**src/rtl/ccw_sat_add.sv**
```systemverilog
// saturating unsigned adder shared by every table update
module ccw_sat_add #(
  parameter int unsigned WIDTH = 32
) (
  input  logic [WIDTH-1:0] a,
  input  logic [WIDTH-1:0] b,
  output logic [WIDTH-1:0] sum,
  output logic             ovf
);

  logic [WIDTH:0] full;

  assign full = {1'b0, a} + {1'b0, b};
  assign ovf  = full[WIDTH];
  assign sum  = ovf ? {WIDTH{1'b1}} : full[WIDTH-1:0];

endmodule

```
**config.mk**
```make
export PLATFORM = sky130hd
export DESIGN_NAME = ccw_sat_add
export DESIGN_NICKNAME = d
export VERILOG_FILES = /design/src/rtl/ccw_sat_add.sv
export SDC_FILE = /design/constraint.sdc
export NUM_CORES = 1
export LEC_CHECK = 0
export ABC_CLOCK_PERIOD_IN_PS = 4000
export BUFFER_PORTS_ARGS = -buffer_cell sky130_fd_sc_hd__buf_2
export CORE_MARGIN = 1.5
export CORE_UTILIZATION = 40
export DETAILED_ROUTE_END_ITERATION = 8
export GPL_ROUTABILITY_DRIVEN = 1
export PLACE_DENSITY = 0.71
export SYNTH_ARGS = -nofsm -noshare
export SYNTH_HDL_FRONTEND = slang
export SYNTH_SLANG_ARGS = --single-unit
export TNS_END_PERCENT = 5
```
**constraint.sdc**
```tcl
create_clock -name vclk -period 4
set_input_delay 0.8 -clock vclk [all_inputs]
set_output_delay 0.8 -clock vclk [all_outputs]
set_load 0.03 [all_outputs]
```
==> impl_results.md, run 1 <==
- Avg Inst Size Synth: 7.01 um2
- Clock buf count: 0
- Total wire length: 6140 um
- Slowest stage delay, CP: 390 ps
- Crit-path max FO: 4
- Routed Antenna Nets: 0
- Register area share after synthesis: 0%
- DR vias/cell: 5.33
- Cell count after synthesis: 283
- Final HPWL DP: 5080 um
- Slew of the pin with the lowest slew margin: 421 ps
- Post-synth top cells: 40 x nand2_1, 32 x ha_1, 30 x a21oi_1
- FF+latch area: 0 um2
- Status: completed
- Final Hold Slack: 2030 ps
- Post-Layout Inst Area: 2940 um2
- Layout cells sized above 1: 42.2%
- Number of I/O pins: 97
- Slowest CP cell: fa_2
- WP data arrival: 3170 ps
- Final Wtd Congestion: 0.892
- Unique masters post-synth: 53
- Final core occ: 61.8%
- Gr ovfl total: 0
- Vias in the first global route: 2,173
- Rows: 25
- First-pass GRT wire length: 9340 um
- Worst setup SP type: primary input
- Number of fill cells: 467
- Final setup margin: 28.8 ps
- Slew HR: 71.9%
- Post-DP Area: 2740 um2
- FFs & Latches: 0
- GRT met1 Usage: 28.4%
- Kind of critical path: in -> out
- Area Growth Syn to Fin: 48.2%
- Pre-CTS setup slack: -204 ps
- Worst setup EP type: output pin
- # diodes: 0
- Dominant cell by count in the synthesized netlist: nand2_1
- Routed vias: 2,514
- Number of remaining DRC errors: 0
- Worst endpoint required time: 3200 ps
- Die area: 5390 um2
- CP startpoint: a[0]
- Cell family with most CP delay: compound AO/OA/AOI/OAI gates
- Initial Util: 41.7%
- MaxCap Viol Count: 0
- Routed length per instance: 13.0 um
- Core Footprint: 4750 um2
- Min-Delay Path Class: in -> out
- Yosys Warn Count: 0
- Hold-fix buffers at CTS: 0
- Initial antenna violation count: 0
- Hold Violations, Final: 0
- Final setup violation count: 0
- Yosys top cell area share: 20.2%
- Pwr dens: 234 nW/um2
- Die Ht: 73.4 um
- Synth top area cells: ha_1 20%, a21o_1 7.6%, a21oi_1 7.6%, nand2_1 7.6%, xnor2_1 5.7%
- Fin nets: 504
- Slew Limit Fails: 0
- Post-Synthesis Cell Area: 1980 um2
- Fmax: 252 MHz
- GRT Total Usage: 20.8%
- Final period util: 99.3%
- Final Critical Period: 3970 ps
- Lkg Pwr: 1.49 nW
- RSZ-0062 raised after global routing: yes
- First-pass iteration count of the detailed router: 4
- Critical Path Stages: 12
- CP Cell Sequence: buf_2 > ha_4 > fa_2 > a211oi_2 > o21ai_2 > a21oi_2 > o41ai_4 > a21oi_2 > o21bai_4 > buf_4 > or3_1 > buf_6
- Die width: 73.4 um
- Pin count of the biggest net entering global routing: 10
- Maximum vdd drop: 0.118 mV
- Buffers & Inverters on Critical Path: 3
- GR met3 Demand/Resource: 1.10%
- Pwr Total: 688 uW
- Gr busiest metal: met2
- Post-synthesis net count: 380
- DR iter-0 viols: 84
- Critical path capture point: sum[1]
- Met2 Track Usage GR: 37.1%
- Cell taking the most area after synthesis: ha_1
- Crit path top cell by count: a21oi_2
- PortBufs: 97
## worst min-delay path by stage
stage | from | end | slack (ps) | cells past startpoint
2_1_floorplan | b[0] | sum[0] | 1950 | 2
3_3_place_gp | b[0] | sum[0] | 2040 | 4
3_5_place_dp | b[0] | sum[0] | 2070 | 4
4_1_cts | b[0] | sum[0] | 2070 | 4
5_1_grt | b[0] | sum[0] | 2050 | 4
6_report | b[0] | sum[0] | 2030 | 4
## per-layer routing
layer  routed length (um)  part of all wire, %
met5                    0                    0
met2                 2970                   48
met4                   58                 0.94
met1                 2840                   46
met3                  266                  4.3
## power breakdown
part | leakage [nW] | internal (mW) | switching, mW
logic | 1.49 | 0.289 | 0.399
clock network | 0 | 0 | 0
registers | 0 | 0 | 0
## cell type report
class	count	area, um2	area share (%)
well taps	67	83.8	2.85
multi-input cells	268	2010	68.3
inverters	3	11.3	0.383
repair buffers	134	837	28.5
## cell families (layout without fill, tap and decap cells)
| logic type | count (synthesis) | in the layout | share of synthesized area, % |
|---|---|---|---|
| xor gates and xnor gates | 25 | 25 | 11.0 |
| adders and majority gates | 33 | 33 | 21.2 |
| muxes | 2 | 2 | 1.07 |
| AOI/OAI and AO/OA | 103 | 103 | 36.5 |
| buffers and inverters | 15 | 137 | 3.97 |
| and+or+nand+nor | 105 | 105 | 26.2 |
## metrics by stage
step	setup TNS, ps	instances
detailed placement	-3800	469
CTS	0	469
floorplan	0	283
global route	-2720	472
finish	0	472
global placement	-1960	469
## what timing repair did
| action | CTS | global route |
|---|---|---|
| setup endpoints to repair | 33 | 33 |
| cloned | 0 | 1 |
| gates resized for setup | 7 | 52 |
| pin swaps | 4 | 10 |
| hold endpoints to repair | 0 | 0 |
| setup buffers | 0 | 2 |
## layout by cell type, fill, tap and decap left out, types with 2 or more instances in the layout
master	count
a2111oi_2	3
a211o_1	2
a211oi_1	5
a211oi_2	2
a21o_1	20
a21oi_1	28
a21oi_2	4
a31oi_1	3
and3_1	3
and4_1	2
buf_2	87
buf_4	34
buf_6	13
ha_1	30
inv_1	2
nand2_1	39
nand2_2	10
nand2b_1	4
nand3_1	5
nand3b_1	2
nand4_1	4
nand4b_1	2
nor2_1	16
nor2b_1	6
nor3_1	3
o21a_1	3
o21ai_0	13
o21ai_1	2
o21ai_2	3
o21bai_1	3
o41ai_4	2
or3_1	3
xnor2_1	13
xor2_1	12
(Power assumes the default switching activity.)
==> run 2: changes to the inputs <==
--- a/config.mk
+++ b/config.mk
@@ -12,6 +12,7 @@
 export DETAILED_ROUTE_END_ITERATION = 8
 export GPL_ROUTABILITY_DRIVEN = 1
 export PLACE_DENSITY = 0.71
+export SETUP_SLACK_MARGIN = 0.4
 export SYNTH_ARGS = -nofsm -noshare
 export SYNTH_HDL_FRONTEND = slang
 export SYNTH_SLANG_ARGS = --single-unit
==> run 2 against run 1 <==
Effect of this change:
- critical path depth is 2 higher
- hold slack better by 23 ps
- maximum frequency increased by 1.3%
- non-clock buffer count rose by 18
- die area stayed put
- critical path type unchanged
==> impl_results.md, run 2 (synthesis gave the netlist of run 1 again) <==
- WP data arrival: 3120 ps (-50 ps)
- Number of I/O pins: 97 (unchanged)
- Slowest stage delay, CP: 400 ps (about the same)
- CP Cell Sequence: buf_6 > ha_4 > fa_2 > a211oi_4 > o21ai_2 > buf_4 > a21oi_4 > o41ai_4 > buf_4 > nand2_1 > nand2_1 > xnor2_1 > nand2_8 > buf_2
- Slowest CP cell: xnor2_1
- Routed Antenna Nets: 0 (unchanged)
- Number of fill cells: 413 (-12%)
- Vias in the first global route: 2,412 (+11%)
- DR vias/cell: 5.31 (-0.30%)
- FF+latch area: 0 um2 (unchanged)
- Worst setup EP type: output pin
- # diodes: 0 (unchanged)
- Lkg Pwr: 1.63 nW (+9.0%)
- Initial antenna violation count: 0 (unchanged)
- First-pass GRT wire length: 10,300 um (+11%)
- Number of remaining DRC errors: 0 (unchanged)
- Commonest non-fill, non-tap cell in the layout: buf_2
- DR iter-0 viols: 115 (+37%)
- Final setup violation count: 0 (unchanged)
- Final HPWL DP: 5160 um (+1.4%)
- Slew Limit Fails: 0 (unchanged)
- RSZ-0062 raised after global routing: yes
- Final period util: 98.0% (-1.2 points)
- Initial Util: 41.7% (unchanged)
- Worst setup SP type: primary input
- Status: completed
- MaxCap Viol Count: 0 (unchanged)
- Min-Delay Path Class: in -> out
- Slew of the pin with the lowest slew margin: 463 ps (+42.3 ps)
- Crit-path max FO: 2 (-2)
- Gr ovfl total: 0 (unchanged)
- Final Wtd Congestion: 0.902 (+1.1%)
- Routed vias: 2,602 (+3.5%)
- GRT Total Usage: 22.9% (+2.1 points)
- Die width: 73.4 um (unchanged)
- PortBufs: 97 (unchanged)
- Most frequent cells in the layout: 84 x buf_2, 50 x buf_4, 29 x nand2_1, 29 x ha_1, 28 x a21oi_1
- Layout cells sized above 1: 48.0% (+5.8 points)
- Rows: 25 (unchanged)
- Pin count of the biggest net entering global routing: 12 (+2)
- Hold-fix buffers at CTS: 0 (unchanged)
- Fin nets: 522 (+3.6%)
- Worst endpoint required time: 3200 ps (about the same)
- Die Ht: 73.4 um (unchanged)
- Pwr dens: 241 nW/um2 (+2.7%)
- Maximum vdd drop: 0.135 mV (+15%)
- FFs & Latches: 0 (unchanged)
- Pwr Total: 812 uW (+18%)
- Total wire length: 6470 um (+5.4%)
- Hold Violations, Final: 0 (unchanged)
- Die area: 5390 um2 (unchanged)
- Slew HR: 68.9% (-3.0 points)
- Area Growth Syn to Fin: 70.2%
- Kind of critical path: in -> out
- Fmax: 255 MHz (+1.3%)
- Core Footprint: 4750 um2 (unchanged)
- Clock buf count: 0 (unchanged)
- Final Critical Period: 3920 ps (-49.7 ps)
- Final Hold Slack: 2060 ps (+23.1 ps)
- Routed length per instance: 13.2 um (+1.5%)
- First-pass iteration count of the detailed router: 4 (unchanged)
[run 2: cell types whose count changed in the layout (fill, tap and decap cells not counted), sizes merged]
cell,change
clkbuf,+1
buf,+17
[run 2: what timing repair did]
item	4_1_cts	5_1_grt
setup endpoints to repair	33	33
pin swaps	6	7
gates resized for setup	16	34
buffers inserted	8	0
[run 2: worst paths after layout]
| kind | start | end | cells past startpoint |
|---|---|---|---|
| worst max-delay path | a[0] | sum[24] | 14 |
| worst min-delay path | b[0] | sum[0] | 4 |
[run 2: metal layers]
metal / track usage (%) / wire length, um / share of wire [%]
met3: 0.686 / 233 / 3.6
met1: 28.9 / 2810 / 43
met2: 44.7 / 3430 / 53
met5: 0 / 0 / 0
met4: 1.44 / 0 / 0
[run 2: area by class of cell]
type	count	area, um2	share of cell area (%)
Inverter	3	13.8	0.408
Multi-Input combinational cell	268	2240	66.3
Tap cell	67	83.8	2.48
Timing Repair Buffer	152	1040	30.8
[run 2: report_power, final]
group | total (mW) | switching (mW) | internal (mW)
Combinational | 0.812 | 0.455 | 0.357
Clock | 0 | 0 | 0
Sequential | 0 | 0 | 0
Total | 0.812 | 0.455 | 0.357
[run 2: through the flow]
step	instance area [um2]	instances	setup TNS [ps]	utilization [%]	setup WS, ps
floorplan	2200	283	0	-	340
global placement	3060	482	-3810	64.3	-194
detailed placement	3060	482	-4220	64.3	-199
CTS	3240	490	0	68.1	10.9
global route	3370	490	-128	71.0	-21.2
finish	3370	490	0	71.0	78.5
[run 2: worst max-delay path: cells and delay by family]
kind                     cells  cell delay (ps)
buffers and inverters        4              600
AND/OR/NAND/NOR              3              200
XOR/XNOR                     1              400
AO/OA/AOI/OAI                4              590
adder cells (fa/ha/maj)      2              520
